===== config.mk =====
export PLATFORM = sky130hd
export DESIGN_NAME = led_strip_effect_generator
export DESIGN_NICKNAME = d
export VERILOG_FILES = /design/src/rtl/lseg_pkg.sv /design/src/rtl/lseg_div.sv /design/src/rtl/lseg_cfg.sv /design/src/rtl/led_strip_effect_generator.sv
export VERILOG_INCLUDE_DIRS = /design/src /design/src/rtl
export SDC_FILE = /design/constraint.sdc
export NUM_CORES = 2
export LEC_CHECK = 0
export ABC_AREA = 1
export BUFFER_PORTS_ARGS = -buffer_cell sky130_fd_sc_hd__buf_4
export CELL_PAD_IN_SITES_DETAIL_PLACEMENT = 2
export CELL_PAD_IN_SITES_GLOBAL_PLACEMENT = 2
export CORE_MARGIN = 2
export CORE_UTILIZATION = 35
export CTS_CLUSTER_SIZE = 12
export DETAILED_ROUTE_END_ITERATION = 16
export PLACE_DENSITY_LB_ADDON = 0.1
export RECOVER_POWER = 100
export SLEW_MARGIN = 5
export SYNTH_ARGS = -nofsm -noshare
export SYNTH_HDL_FRONTEND = slang
export SYNTH_SLANG_ARGS = --single-unit

===== constraint.sdc =====
create_clock -name clk -period 4.8 [get_ports clk]
set_clock_uncertainty 0.2 [all_clocks]
set_input_delay 0.72 -clock clk [delete_from_list [all_inputs] [get_ports clk]]
set_output_delay 0.72 -clock clk [all_outputs]
set_load 0.03 [all_outputs]

===== src/rtl/led_strip_effect_generator_macros.svh =====
// ----------------------------------------------------------------------------
// LED strip effect generator assertion macros
// Property wrappers for the block's concurrent checks; empty under synthesis.
// ----------------------------------------------------------------------------
`ifndef LED_STRIP_EFFECT_GENERATOR_MACROS_SVH
`define LED_STRIP_EFFECT_GENERATOR_MACROS_SVH

`ifndef SYNTHESIS
`define LSEG_ASSERT_IMPLY(name, ante, cons) \
    name: assert property (@(posedge clk) disable iff (!rst_n) (ante) |-> (cons)) \
        else $error("lseg: same-cycle check failed");
`define LSEG_ASSERT_NEXT(name, ante, cons) \
    name: assert property (@(posedge clk) disable iff (!rst_n) (ante) |=> (cons)) \
        else $error("lseg: next-cycle check failed");
`else
`define LSEG_ASSERT_IMPLY(name, ante, cons)
`define LSEG_ASSERT_NEXT(name, ante, cons)
`endif

`endif


===== src/rtl/lseg_pkg.sv =====
// ----------------------------------------------------------------------------
// LED strip effect generator package
// Shared widths, types, register indexes and effect constants.
// ----------------------------------------------------------------------------
package lseg_pkg;

    localparam int STRIP_PIXELS = 512;
    localparam int PIXEL_W      = 9;
    localparam int STEP_W       = 10;
    localparam int PIX_W        = $clog2(STRIP_PIXELS + 1);
    localparam int DIV_W        = PIX_W + 8;
    localparam int CNT_W        = $clog2(DIV_W + 1);
    localparam int CMP_W        = ((PIX_W > STEP_W) ? PIX_W : STEP_W) + 1;

    typedef logic [PIX_W-1:0]   pix_t;
    typedef logic [DIV_W-1:0]   div_num_t;
    typedef logic [CNT_W-1:0]   div_cnt_t;
    typedef logic [STEP_W-1:0]  step_t;
    typedef logic [CMP_W-1:0]   cmp_t;
    typedef logic [15:0]        aux_t;
    typedef logic [23:0]        colour_t;
    typedef logic [PIXEL_W-1:0] pixel_t;
    typedef logic [2:0]         reg_idx_t;

    localparam reg_idx_t REG_EFFECT     = 3'd0;
    localparam reg_idx_t REG_SPEED      = 3'd1;
    localparam reg_idx_t REG_SIZE       = 3'd2;
    localparam reg_idx_t REG_SPLIT      = 3'd3;
    localparam reg_idx_t REG_POSITION   = 3'd4;
    localparam reg_idx_t REG_INTENSITY  = 3'd5;
    localparam reg_idx_t REG_COLOUR_ONE = 3'd6;
    localparam reg_idx_t REG_COLOUR_TWO = 3'd7;

    localparam logic [1:0] EFF_STATIC  = 2'd0;
    localparam logic [1:0] EFF_RAINBOW = 2'd1;
    localparam logic [1:0] EFF_CHASE   = 2'd2;

    localparam logic [7:0] SPEED_LOW    = 8'd20;
    localparam logic [7:0] SPEED_HIGH   = 8'd235;
    localparam logic [7:0] SPEED_FWD    = 8'd131;
    localparam logic [7:0] SPEED_BACK   = 8'd123;

    localparam int RAINBOW_STEPS = 255;
    localparam int SCALE_DEN     = 255;
    localparam int CHASE_MIN     = 3;
    localparam int CHASE_MAX     = 50;
    localparam int CHASE_SPAN    = CHASE_MAX - CHASE_MIN;
    localparam int DV_MAX        = 8;
    localparam int DV_MIN        = 2;

    localparam logic [7:0] WHEEL_THIRD      = 8'd85;
    localparam logic [7:0] WHEEL_TWO_THIRDS = 8'd170;

    typedef struct packed {
        logic [1:0] effect;
        logic [7:0] speed;
        logic [7:0] size;
        logic [7:0] split;
        logic [7:0] position;
        logic [7:0] intensity;
        colour_t    colour_one;
        colour_t    colour_two;
        step_t      step;
    } cfg_t;

endpackage


===== src/rtl/lseg_div.sv =====
// ----------------------------------------------------------------------------
// LED strip effect generator serial divider
// Restoring divider, one quotient bit per cycle, shared by all effects.
// ----------------------------------------------------------------------------
module lseg_div
(
    input  logic               clk,
    input  logic               rst_n,
    input  logic               start,
    input  lseg_pkg::div_num_t num,
    input  lseg_pkg::pix_t     den,
    output logic               done,
    output lseg_pkg::div_num_t quo,
    output lseg_pkg::pix_t     rem
);

    lseg_pkg::div_cnt_t cnt_reg, cnt_next;
    logic               done_reg, done_next;
    lseg_pkg::div_num_t quo_reg, quo_next;
    lseg_pkg::pix_t     rem_reg, rem_next;
    lseg_pkg::pix_t     den_reg, den_next;

    logic [lseg_pkg::PIX_W:0] trial;
    logic [lseg_pkg::PIX_W:0] diff;
    logic                     fits;

    assign trial = {rem_reg, quo_reg[lseg_pkg::DIV_W-1]};
    assign diff  = trial - {1'b0, den_reg};
    assign fits  = trial >= {1'b0, den_reg};

    always_comb
    begin
        cnt_next  = cnt_reg;
        done_next = 1'b0;
        quo_next  = quo_reg;
        rem_next  = rem_reg;
        den_next  = den_reg;
        if (start)
        begin
            quo_next = num;
            rem_next = '0;
            den_next = den;
            cnt_next = lseg_pkg::div_cnt_t'(lseg_pkg::DIV_W);
        end
        else if (cnt_reg != '0)
        begin
            // shift in the next numerator bit, subtract where it fits
            rem_next  = fits ? diff[lseg_pkg::PIX_W-1:0] : trial[lseg_pkg::PIX_W-1:0];
            quo_next  = {quo_reg[lseg_pkg::DIV_W-2:0], fits};
            cnt_next  = cnt_reg - 1'b1;
            done_next = (cnt_reg == lseg_pkg::div_cnt_t'(1));
        end
    end

    always_ff @(posedge clk or negedge rst_n)
    begin
        if (!rst_n)
        begin
            cnt_reg  <= '0;
            done_reg <= 1'b0;
        end
        else
        begin
            cnt_reg  <= cnt_next;
            done_reg <= done_next;
        end
    end

    always_ff @(posedge clk)
    begin
        quo_reg <= quo_next;
        rem_reg <= rem_next;
        den_reg <= den_next;
    end

    assign done = done_reg;
    assign quo  = quo_reg;
    assign rem  = rem_reg;

endmodule


===== src/rtl/lseg_cfg.sv =====
// ----------------------------------------------------------------------------
// LED strip effect generator configuration and step index
// Register file for the effect settings plus the frame step counter.
// ----------------------------------------------------------------------------
module lseg_cfg
(
    input  logic               clk,
    input  logic               rst_n,
    input  logic               wr,
    input  lseg_pkg::reg_idx_t index,
    input  logic [23:0]        data,
    input  logic               adv,
    output lseg_pkg::cfg_t     cfg
);

    lseg_pkg::cfg_t cfg_reg, cfg_next;
    lseg_pkg::cmp_t count;
    lseg_pkg::cmp_t inc;
    lseg_pkg::step_t step_adv;

    assign count = (cfg_reg.effect == lseg_pkg::EFF_RAINBOW) ?
                   lseg_pkg::cmp_t'(lseg_pkg::RAINBOW_STEPS) :
                   lseg_pkg::cmp_t'(lseg_pkg::STRIP_PIXELS);
    assign inc   = lseg_pkg::cmp_t'(cfg_reg.step) + 1'b1;

    always_comb
    begin
        step_adv = cfg_reg.step;
        if (cfg_reg.speed < lseg_pkg::SPEED_LOW || cfg_reg.speed > lseg_pkg::SPEED_HIGH)
        begin
            step_adv = cfg_reg.step;
        end
        else if (cfg_reg.speed > lseg_pkg::SPEED_FWD)
        begin
            step_adv = (inc >= count) ? '0 : lseg_pkg::step_t'(inc);
        end
        else if (cfg_reg.speed < lseg_pkg::SPEED_BACK)
        begin
            // load the last step when wrapping below zero or out of range
            if (cfg_reg.step == '0 || lseg_pkg::cmp_t'(cfg_reg.step) > count)
                step_adv = lseg_pkg::step_t'(count - 1'b1);
            else
                step_adv = cfg_reg.step - 1'b1;
        end
    end

    always_comb
    begin
        cfg_next = cfg_reg;
        if (adv)
            cfg_next.step = step_adv;
        if (wr)
        begin
            case (index)
                lseg_pkg::REG_EFFECT:
                begin
                    if (data[1:0] != cfg_reg.effect)
                        cfg_next.step = '0;
                    cfg_next.effect = data[1:0];
                end
                lseg_pkg::REG_SPEED:
                begin
                    if (data[7:0] < lseg_pkg::SPEED_LOW && data[7:0] != cfg_reg.speed)
                        cfg_next.step = '0;
                    cfg_next.speed = data[7:0];
                end
                lseg_pkg::REG_SIZE:       cfg_next.size       = data[7:0];
                lseg_pkg::REG_SPLIT:      cfg_next.split      = data[7:0];
                lseg_pkg::REG_POSITION:   cfg_next.position   = data[7:0];
                lseg_pkg::REG_INTENSITY:  cfg_next.intensity  = data[7:0];
                lseg_pkg::REG_COLOUR_ONE: cfg_next.colour_one = data;
                lseg_pkg::REG_COLOUR_TWO: cfg_next.colour_two = data;
                default:                  cfg_next = cfg_next;
            endcase
        end
    end

    always_ff @(posedge clk or negedge rst_n)
    begin
        if (!rst_n)
            cfg_reg <= '0;
        else
            cfg_reg <= cfg_next;
    end

    assign cfg = cfg_reg;

endmodule


===== src/rtl/led_strip_effect_generator.sv =====
// ----------------------------------------------------------------------------
// LED strip effect generator
// Colours one strip pixel per transfer for the static split, rainbow cycle
// or theater chase effect, scaled by intensity.
// Input channel in_valid/in_stall carries pixel_number and frame_end; the
// output channel out_valid/out_stall returns pixel_colour, pixel_out_number
// and frame_last, one result per input transfer, in order.
// Settings are to be written on cfg_valid/cfg_ready (always ready) while
// idle; the block itself does not enforce this. One item at a time: every
// division runs through a shared bit-serial divider and holds the
// sequencer while it loads, shifts out DIV_W quotient bits and then has
// its result picked up. Static split and theater chase need five divisions
// and the rainbow needs three. The output register lets the next item
// start while a result still waits. A stalled result holds the output
// register and the sequencer waits before finishing the next item. The
// step index moves when a frame_end result enters the output register.
// Reset clears all settings, the step index and the output valid.
// ----------------------------------------------------------------------------
`include "led_strip_effect_generator_macros.svh"

module led_strip_effect_generator
(
    input  logic                 clk,
    input  logic                 rst_n,
    input  logic                 in_valid,
    output logic                 in_stall,
    input  lseg_pkg::pixel_t     pixel_number,
    input  logic                 frame_end,
    output logic                 out_valid,
    input  logic                 out_stall,
    output lseg_pkg::colour_t    pixel_colour,
    output lseg_pkg::pixel_t     pixel_out_number,
    output logic                 frame_last,
    input  logic                 cfg_valid,
    output logic                 cfg_ready,
    input  lseg_pkg::reg_idx_t   cfg_index,
    input  logic [23:0]          cfg_data
);

    localparam logic [3:0] ST_IDLE    = 4'd0;
    localparam logic [3:0] ST_SIZE    = 4'd1;
    localparam logic [3:0] ST_SPLIT   = 4'd2;
    localparam logic [3:0] ST_MID     = 4'd3;
    localparam logic [3:0] ST_DMOD    = 4'd4;
    localparam logic [3:0] ST_KMOD    = 4'd5;
    localparam logic [3:0] ST_RB_K    = 4'd6;
    localparam logic [3:0] ST_RB_W    = 4'd7;
    localparam logic [3:0] ST_CH_DV   = 4'd8;
    localparam logic [3:0] ST_CH_STEP = 4'd9;
    localparam logic [3:0] ST_CH_POS  = 4'd10;
    localparam logic [3:0] ST_CH_MOD  = 4'd11;
    localparam logic [3:0] ST_MUL     = 4'd12;
    localparam logic [3:0] ST_OUT     = 4'd13;

    logic [3:0]          state_reg, state_next;
    logic                wait_reg, wait_next;
    logic                out_valid_reg, out_valid_next;
    lseg_pkg::pixel_t    p_reg, p_next;
    logic                fe_reg, fe_next;
    lseg_pkg::pix_t      s_reg, s_next;
    lseg_pkg::pix_t      s1_reg, s1_next;
    lseg_pkg::aux_t      aux_reg, aux_next;
    logic                neg_reg, neg_next;
    lseg_pkg::colour_t   raw_reg, raw_next;
    logic [15:0]         prod_r_reg, prod_r_next;
    logic [15:0]         prod_g_reg, prod_g_next;
    logic [15:0]         prod_b_reg, prod_b_next;
    lseg_pkg::colour_t   colour_out_reg, colour_out_next;
    lseg_pkg::pixel_t    num_out_reg, num_out_next;
    logic                last_out_reg, last_out_next;

    lseg_pkg::cfg_t      cfg;
    logic                cfg_wr;
    logic                adv;
    logic                div_start;
    lseg_pkg::div_num_t  div_num;
    lseg_pkg::pix_t      div_den;
    logic                div_done;
    lseg_pkg::div_num_t  div_quo;
    lseg_pkg::pix_t      div_rem;

    logic                is_chase;
    logic                is_rainbow;
    lseg_pkg::pix_t      half;
    lseg_pkg::pix_t      mid;
    logic                mid_neg;
    logic [7:0]          wheel_pos;
    logic                out_take;

    function automatic lseg_pkg::colour_t wheel(input logic [7:0] pos);
        logic [7:0] w;
        logic [7:0] t;
        lseg_pkg::colour_t c;
        w = 8'd255 - pos;
        if (w < lseg_pkg::WHEEL_THIRD)
        begin
            t = 8'(w * 8'd3);
            c = {8'd255 - t, 8'd0, t};
        end
        else if (w < lseg_pkg::WHEEL_TWO_THIRDS)
        begin
            t = 8'((w - lseg_pkg::WHEEL_THIRD) * 8'd3);
            c = {8'd0, t, 8'd255 - t};
        end
        else
        begin
            t = 8'((w - lseg_pkg::WHEEL_TWO_THIRDS) * 8'd3);
            c = {t, 8'd255 - t, 8'd0};
        end
        return c;
    endfunction

    // x / 255 for a product of two bytes
    function automatic logic [7:0] div255(input logic [15:0] x);
        logic [16:0] t;
        t = {1'b0, x} + 17'd1 + 17'(x[15:8]);
        return t[15:8];
    endfunction

    assign cfg_wr = cfg_valid && cfg_ready;

    lseg_cfg u_cfg
    (
        .clk   (clk),
        .rst_n (rst_n),
        .wr    (cfg_wr),
        .index (cfg_index),
        .data  (cfg_data),
        .adv   (adv),
        .cfg   (cfg)
    );

    lseg_div u_div
    (
        .clk   (clk),
        .rst_n (rst_n),
        .start (div_start),
        .num   (div_num),
        .den   (div_den),
        .done  (div_done),
        .quo   (div_quo),
        .rem   (div_rem)
    );

    assign is_chase   = (cfg.effect == lseg_pkg::EFF_CHASE);
    assign is_rainbow = (cfg.effect == lseg_pkg::EFF_RAINBOW);
    assign half       = s_reg >> 1;
    assign mid        = lseg_pkg::pix_t'(aux_reg);
    assign mid_neg    = mid < half;
    assign wheel_pos  = div_quo[7:0] + cfg.step[7:0] + cfg.position;
    assign out_take   = out_valid_reg && !out_stall;

    always_comb
    begin
        state_next      = state_reg;
        wait_next       = wait_reg;
        out_valid_next  = out_take ? 1'b0 : out_valid_reg;
        p_next          = p_reg;
        fe_next         = fe_reg;
        s_next          = s_reg;
        s1_next         = s1_reg;
        aux_next        = aux_reg;
        neg_next        = neg_reg;
        raw_next        = raw_reg;
        prod_r_next     = prod_r_reg;
        prod_g_next     = prod_g_reg;
        prod_b_next     = prod_b_reg;
        colour_out_next = colour_out_reg;
        num_out_next    = num_out_reg;
        last_out_next   = last_out_reg;
        adv             = 1'b0;
        div_start       = 1'b0;
        div_num         = '0;
        div_den         = lseg_pkg::pix_t'(lseg_pkg::SCALE_DEN);

        case (state_reg)
            ST_IDLE:
            begin
                if (in_valid)
                begin
                    p_next     = pixel_number;
                    fe_next    = frame_end;
                    wait_next  = 1'b0;
                    state_next = ST_SIZE;
                end
            end
            ST_SIZE:
            begin
                div_num = is_chase ?
                    lseg_pkg::div_num_t'(cfg.size) *
                        lseg_pkg::div_num_t'(lseg_pkg::CHASE_SPAN) :
                    lseg_pkg::div_num_t'(cfg.size) *
                        lseg_pkg::div_num_t'(lseg_pkg::STRIP_PIXELS - 2);
                if (wait_reg && div_done)
                begin
                    s_next = lseg_pkg::pix_t'(div_quo) + (is_chase ?
                             lseg_pkg::pix_t'(lseg_pkg::CHASE_MIN) : lseg_pkg::pix_t'(2));
                    state_next = is_chase ? ST_CH_DV : (is_rainbow ? ST_RB_K : ST_SPLIT);
                end
            end
            ST_SPLIT:
            begin
                div_num = lseg_pkg::div_num_t'(cfg.split) * lseg_pkg::div_num_t'(s_reg);
                if (wait_reg && div_done)
                begin
                    s1_next    = lseg_pkg::pix_t'(div_quo);
                    state_next = ST_MID;
                end
            end
            ST_MID:
            begin
                div_num = lseg_pkg::div_num_t'(cfg.position) *
                          lseg_pkg::div_num_t'(lseg_pkg::STRIP_PIXELS);
                if (wait_reg && div_done)
                begin
                    aux_next   = lseg_pkg::aux_t'(div_quo);
                    state_next = ST_DMOD;
                end
            end
            ST_DMOD:
            begin
                // divide the magnitude of mid - size/2, keep the sign aside
                div_num = lseg_pkg::div_num_t'(mid_neg ? half - mid : mid - half);
                div_den = s_reg;
                if (!wait_reg)
                    neg_next = mid_neg;
                if (wait_reg && div_done)
                begin
                    aux_next = neg_reg ?
                        lseg_pkg::aux_t'(s_reg) + lseg_pkg::aux_t'(div_rem) +
                            lseg_pkg::aux_t'(cfg.step) :
                        lseg_pkg::aux_t'(s_reg) - lseg_pkg::aux_t'(div_rem) +
                            lseg_pkg::aux_t'(cfg.step);
                    state_next = ST_KMOD;
                end
            end
            ST_KMOD:
            begin
                div_num = lseg_pkg::div_num_t'(p_reg) + lseg_pkg::div_num_t'(aux_reg);
                div_den = s_reg;
                if (wait_reg && div_done)
                begin
                    raw_next   = (div_rem < s1_reg) ? cfg.colour_one : cfg.colour_two;
                    state_next = ST_MUL;
                end
            end
            ST_RB_K:
            begin
                div_num = lseg_pkg::div_num_t'(p_reg);
                div_den = s_reg;
                if (wait_reg && div_done)
                begin
                    aux_next   = lseg_pkg::aux_t'(div_rem);
                    state_next = ST_RB_W;
                end
            end
            ST_RB_W:
            begin
                div_num = lseg_pkg::div_num_t'(aux_reg) << 8;
                div_den = s_reg;
                if (wait_reg && div_done)
                begin
                    raw_next   = wheel(wheel_pos);
                    state_next = ST_MUL;
                end
            end
            ST_CH_DV:
            begin
                div_num = (lseg_pkg::div_num_t'(s_reg) -
                           lseg_pkg::div_num_t'(lseg_pkg::CHASE_MIN)) *
                          lseg_pkg::div_num_t'(lseg_pkg::DV_MAX - lseg_pkg::DV_MIN);
                div_den = lseg_pkg::pix_t'(lseg_pkg::CHASE_SPAN);
                if (wait_reg && div_done)
                begin
                    s1_next    = lseg_pkg::pix_t'(lseg_pkg::DV_MAX) -
                                 lseg_pkg::pix_t'(div_quo);
                    state_next = ST_CH_STEP;
                end
            end
            ST_CH_STEP:
            begin
                div_num = lseg_pkg::div_num_t'(cfg.step);
                div_den = s1_reg;
                if (wait_reg && div_done)
                begin
                    aux_next   = lseg_pkg::aux_t'(div_quo);
                    state_next = ST_CH_POS;
                end
            end
            ST_CH_POS:
            begin
                div_num = lseg_pkg::div_num_t'(cfg.position) * lseg_pkg::div_num_t'(s_reg);
                if (wait_reg && div_done)
                begin
                    aux_next = {8'd0, 8'(aux_reg + lseg_pkg::aux_t'(s_reg) -
                                         lseg_pkg::aux_t'(div_quo))};
                    state_next = ST_CH_MOD;
                end
            end
            ST_CH_MOD:
            begin
                div_num = lseg_pkg::div_num_t'(p_reg) + lseg_pkg::div_num_t'(aux_reg);
                div_den = s_reg;
                if (wait_reg && div_done)
                begin
                    raw_next   = (div_rem == '0) ? cfg.colour_one : cfg.colour_two;
                    state_next = ST_MUL;
                end
            end
            ST_MUL:
            begin
                prod_r_next = raw_reg[23:16] * cfg.intensity;
                prod_g_next = raw_reg[15:8] * cfg.intensity;
                prod_b_next = raw_reg[7:0] * cfg.intensity;
                state_next  = ST_OUT;
            end
            ST_OUT:
            begin
                // hold until the output register frees up
                if (!out_valid_reg || !out_stall)
                begin
                    colour_out_next = {div255(prod_r_reg), div255(prod_g_reg),
                                       div255(prod_b_reg)};
                    num_out_next    = p_reg;
                    last_out_next   = fe_reg;
                    out_valid_next  = 1'b1;
                    adv             = fe_reg;
                    state_next      = ST_IDLE;
                end
            end
            default:
            begin
                state_next = ST_IDLE;
            end
        endcase

        // launch the divider once on entry to any dividing state
        if (state_reg != ST_IDLE && state_reg != ST_MUL && state_reg != ST_OUT)
        begin
            if (!wait_reg)
            begin
                div_start = 1'b1;
                wait_next = 1'b1;
            end
            else if (div_done)
            begin
                wait_next = 1'b0;
            end
        end
    end

    always_ff @(posedge clk or negedge rst_n)
    begin
        if (!rst_n)
        begin
            state_reg     <= ST_IDLE;
            wait_reg      <= 1'b0;
            out_valid_reg <= 1'b0;
        end
        else
        begin
            state_reg     <= state_next;
            wait_reg      <= wait_next;
            out_valid_reg <= out_valid_next;
        end
    end

    always_ff @(posedge clk)
    begin
        p_reg          <= p_next;
        fe_reg         <= fe_next;
        s_reg          <= s_next;
        s1_reg         <= s1_next;
        aux_reg        <= aux_next;
        neg_reg        <= neg_next;
        raw_reg        <= raw_next;
        prod_r_reg     <= prod_r_next;
        prod_g_reg     <= prod_g_next;
        prod_b_reg     <= prod_b_next;
        colour_out_reg <= colour_out_next;
        num_out_reg    <= num_out_next;
        last_out_reg   <= last_out_next;
    end

    assign in_stall         = (state_reg != ST_IDLE);
    assign cfg_ready        = 1'b1;
    assign out_valid        = out_valid_reg;
    assign pixel_colour     = colour_out_reg;
    assign pixel_out_number = num_out_reg;
    assign frame_last       = last_out_reg;

    `LSEG_ASSERT_IMPLY(a_done_while_waiting, div_done, wait_reg)
    `LSEG_ASSERT_NEXT(a_step_holds, !cfg_wr && !adv, $stable(cfg.step))
    `LSEG_ASSERT_NEXT(a_out_waits, state_reg == ST_OUT && out_valid_reg && out_stall, state_reg == ST_OUT)

endmodule


# Yosys cells after proc, flatten, opt, wreduce, memory -nomap -nowiden
# Cells that the tools add are included.
[word_totals]
register_bits = 303
in_bits = 42
word_cells = 233
[classes]
addsub = 31
mul = 11
magnitude_cmp = 12
n_eq_ne = 42
mux = 66
n_bitwise = 1
n_reduce_logical = 40
[ops]
columns = ["operator", "n"]
rows = [
  ["$pmux W18 S10", 1],
  ["$mux W24", 7],
  ["$mux W10", 13],
  ["$mux W16", 5],
  ["$pmux W24 S3", 1],
  ["$pmux W16 S4", 1],
  ["$mux W18", 3],
  ["$add A16 B1 Y16 const B", 3],
  ["$add A16 B8 Y16", 3],
  ["$mul A8 B8 Y16", 3],
  ["$mux W4", 12],
  ["$pmux W4 S12", 1],
  ["$pmux W10 S2", 2],
  ["$mul A8 B10 Y18", 2],
  ["$sub A8 B8 Y8 const A", 4],
  ["$pmux W10 S3", 1],
  ["$ne A2 B2 Y1 const B", 13],
  ["$add A8 B8 Y8", 3],
  ["$eq A4 B4 Y1 const B", 6],
  ["$mul A8 B2 Y8 const B", 3],
  ["$reduce_and A2 Y1", 12],
  ["$logic_not A10 Y1", 2],
  ["$sub A10 B1 Y10 const B", 2],
  ["$mul A18 B2 Y17 const B", 1],
  ["other kinds (61)", 99],
]

# Logic depth before layout (Yosys ltp)
[depth]
word_depth = 12
depth_mapped = 26
mapped_depth_nobuf = 25

# Modules after synthesis
# Synthesis repeated with hierarchy kept, for this count alone.
[hier_totals]
hier_cells = 4794
area_unflattened_um2 = 36824.1
[modules_own_cells]
columns = ["module", "instances", "cells_each", "area_each_um2"]
rows = [
  ["led_strip_effect_generator", 1, 3864, 29121.7],
  ["lseg_cfg", 1, 629, 5202.5],
  ["lseg_div", 1, 301, 2499.9],
]

# Worst setup path after synthesis
# No wires, ideal clock.
[synth_timing]
path_kind = "flip-flop to flip-flop"
from = "reg s_reg[1]"
to = "reg u_div.quo_reg[17] (netlist: u_div.quo[17]), data pin"
setup_ns = 0.255
t_arrival_ns = 4.805
t_required_ns = 4.345
setup_slack_ns = -0.460
path_stages_with_launch = 25
n_path_buf = 2
cell_sequence = "edfxtp_1 clkbuf_1 clkbuf_1 nand2_1 fa_1 fa_1 inv_1 fa_1 inv_1 fa_1 inv_1 ha_1 inv_1 nor3_1 nand2_1 o211ai_1 nand2_1 nand3b_1 nand3_1 o21ai_0 a21oi_1 o21ai_0 nand3_1 nand2_1 nand2_1"
[synth_between]
elab_chain_cells = 4
word_cells_on_any_way = 10
cone_classes = "3 x add/sub; 3 x mul; 1 x order compare; 3 x mux"
[synth_rtl]
columns = ["element", "line", "rtl"]
rows = [
  ["start, declared", "led_strip_effect_generator.sv:60", "lseg_pkg::pix_t s_reg, s_next;"],
  ["start signal, assigned", "led_strip_effect_generator.sv:372", "s_reg <= s_next;"],
  ["$sub A10 B2 Y11 (tied with other cells)", "led_strip_effect_generator.sv:269", "div_num = (lseg_pkg::div_num_t'(s_reg) -"],
  ["$mul A18 B2 Y17 / $mux W18 (equally long branches)", "led_strip_effect_generator.sv:270, led_strip_effect_generator.sv:223", ""],
  ["$pmux W18 S10 (*)", "led_strip_effect_generator.sv:176", "case (state_reg)"],
  ["$mux W18 (*)", "lseg_div.sv:38", "if (start)"],
  ["named net u_div.quo_next[17]", "lseg_div.sv:19", "lseg_pkg::div_num_t quo_reg, quo_next;"],
  ["end signal, assigned", "lseg_div.sv:71", "quo_reg <= quo_next;"],
  ["end, declared", "lseg_div.sv:19", ""],
]
# Mark *: on every way through the listed nets, which the timed path passes. The rest lies on a longest branch.
# A chain may end at the register's enable or synchronous reset.

# Worst setup path in the final report
[layout_timing]
from = "reg s_reg[7]"
to = "reg u_div.quo_reg[16] (netlist: u_div.quo[16]), data pin"
# The elaborated chain is that of the path after synthesis.

==> impl_metrics.py <==
metrics = {
    "job": {
        "max-cap-violations": 5,
    },
    "synth": {
        "ys_seq_elements": 303,
        "ys_seq_area_share_pct": 23.9,
        "avgSynthCellArea_um2": 7.87,
        "synth_ff_type": "edfxtp_1",
        "synth_warnings": 0,
        "synth_cell_type_count": 73,
        "synth_enable_flop_cells": 181,
        "synth_nets": 5232,
        "synthesis.area_mm2": 0.0353,
        "syn_inst": 4488,
        "async_flop_share_pct": 37.0,
    },
    "sta": {
        "finalCritPeriodShare_pct": 106,
        "rsz0062_at_grt": "true",
        "finalCriticalPeriod_ps": 5070,
        "worst_slew_pin_slew_ps": 3170,
        "slew_headroom_pct": -111,
        "setup_violations": 15,
        "drv_slew": 177,
        "clock.fmax_mhz": 197,
        "fin_ws_ps": -269,
        "hold_viol_final": 0,
    },
    "clocking": {
        "insertion_delay_ps": 630,
        "h-tree-depth": 2,
        "cts_tree": "done",
        "numCtsBuffers": 42,
        "clkTransAtPathRegs_ps": 60,
        "clockBufferDepth": 3,
        "cts_root_buffer": "clkbuf_16",
        "cts_sinks": 303,
    },
    "worst_setup_path": {
        "path_cells": "buf_6, nand2_1, inv_2, fa_1, fa_1, fa_1, inv_2, fa_1, inv_2, ha_4, buf_4, nand2_1, nor2_1, nor2_1, buf_4, inv_1, a21oi_1, nand2_1, o21ai_2, nand2_1, o21ai_1, o21ai_0",
        "critPathRequiredTime_ps": 4940,
        "critPathKind": "flip-flop to flip-flop",
        "cp_slowest_cell": "fa_1",
        "worstPathArrival_ps": 5210,
        "worstPathMaxFanout": 3,
        "worstSetupEndpointType": "flip-flop",
        "cpPeakStageDelay_ps": 570,
        "crit_path_start_kind": "flip-flop",
    },
    "status": {
        "status": "complete, but fails checks",
        "violations": "max-capacitance violations, max-slew violations, negative setup slack",
    },
    "die": {
        "die_width_um": 322,
        "die_h_um": 322,
        "core_mm2": 0.100,
        "die_area_mm2": 0.103,
        "io_pins": 79,
        "start_util_pct": 35.3,
        "fp-row-count": 116,
    },
    "global_route": {
        "grt_pass1_wl_um": 217000,
        "gr-total-overflow": 0,
        "grt_start_max_net_pins": 51,
        "grt_pass1_vias": 35400,
        "antenna_found_initial": 11,
        "track_usage_pct": 27.6,
    },
    "finish": {
        "largest_register_ffs": 100,
        "layout-drive-gt1-share_pct": 18.0,
        "final_cell_mix": "nand2_1 (921), inv_1 (858), ha_1 (382), buf_4 (369), o21ai_0 (265)",
        "area_growth_syn_to_layout_pct": 21.8,
        "finalNonFillerCells": 6206,
        "layout_commonest_cell": "nand2_1",
        "finalNetCount": 5617,
    },
    "placed_design": {
        "routabilityCongestion": 0.925,
        "hpwlAfterDp_um": 114000,
        "dp_cells": 6031,
        "port_buffers": 77,
    },
    "routing": {
        "avgRoutedWirePerCell_um": 23.6,
        "drcViolationCount": 0,
        "via_per_inst": 5.24,
        "first_pass_iters": 5,
        "vias": 32500,
        "wirelength_um": 147000,
        "ant_nets": 0,
        "drt_iter0_markers": 1701,
    },
    "hold_path": {
        "min_path_type": "primary input to flip-flop",
    },
}
==> critical path, delay by kind of cell (launching register included) <==
| family | cells | cell delay [ps] |
|---|---|---|
| compound gates | 4 | 490 |
| buf+inv | 7 | 630 |
| flops | 1 | 460 |
| simple gates | 6 | 650 |
| fa+ha+maj | 5 | 2350 |
==> timing repair <==
item	CTS	global route
hold endpoints to repair	42	0
cloned	3	1
buffers inserted	43	53
resized for setup	140	261
pin swaps	74	165
hold buffers	1	0
endpoints found under the setup margin	28	45
==> routing by layer <==
layer / GRT usage (%) / routed length, um / part of all wire (%)
met5: 0 / 0 / 0
met4: 6.38 / 3310 / 2.3
met3: 2.48 / 6190 / 4.2
met2: 46.6 / 70500 / 48
met1: 38.1 / 66600 / 45
==> metrics by stage <==
step	hold WS, ps	util [%]	setup TNS, ps	instance area, um^2	setup slack, ps
after floorplan	224	-	-3.21	35500	-3.21
after global placement	249	39.6	-1250	39600	-326
after detailed placement	263	39.6	-4370	39600	-505
after CTS	25.5	41.9	-1160	41900	-151
after global routing	64.6	43.0	-15430	43000	-568
final	88.3	43.0	-2040	43000	-269
==> synth_stat cells (17+ instances only) <==
library cell    n  share of area, %
nand3_1       168               2.4
nor2_1        190               2.0
o21ai_0       302               4.3
inv_2          17              0.18
dfrtp_1       112               7.9
nand2_1       965                10
inv_1         923               9.8
nand4_1        40              0.71
edfxtp_1      181                15
clkbuf_1      114               1.2
xnor2_1        45               1.1
o21ai_1        20              0.28
fa_1          279                16
xor2_1        103               2.6
nor3_1         31              0.44
o211ai_1       22              0.47
a21oi_1       293               4.2
ha_1          423                15
==> kinds of logic (layout without fill, tap and decap cells) <==
group | Yosys count | in the layout | synth area share [%]
buffers and inverters | 1091 | 1510 | 11.8
flip-flops | 303 | 303 | 23.9
AND/OR/NAND/NOR | 1472 | 1472 | 17.5
multiplexers | 16 | 16 | 0.510
AO/OA/AOI/OAI | 754 | 754 | 11.8
XOR/XNOR | 149 | 149 | 3.72
other | 1 | 2 | 0.0106
adder cells (fa/ha/maj) | 702 | 702 | 30.8
==> layout make-up <==
type	instances	area (um^2)
fill	11300	57000
sequential	303	8460
clock buffer	62	1200
antenna	1	2.50
clock inverter	16	184
inverter	944	3560
multi-input combinational	3094	24100
tap	1298	1620
timing repair buffer	488	3920
==> path summary, 6_finish.rpt <==
kind	from	endpoint	cells past startpoint	slack, ps
min in group asynchronous	rst_n	u_cfg.cfg[22]$_DFFE_PN0P_	2	1370
setup / recovery	s_reg[7]$_DFFE_PP_	u_div.quo[16]$_DFFE_PP_	22	-270
hold reg to reg	fe_reg$_DFFE_PP_	frame_last$_DFFE_PP_	0	260
max in group asynchronous	rst_n	u_cfg.cfg[85]$_DFFE_PN0P_	3	330
hold / removal	pixel_number[0]	p_reg[0]$_DFFE_PP_	1	90
setup reg to reg	s_reg[7]$_DFFE_PP_	u_div.quo[16]$_DFFE_PP_	22	-270
Power is left out: the tool's default activity adds up to more than one toggle a clock period on the data nets, which glitch-free logic cannot reach.
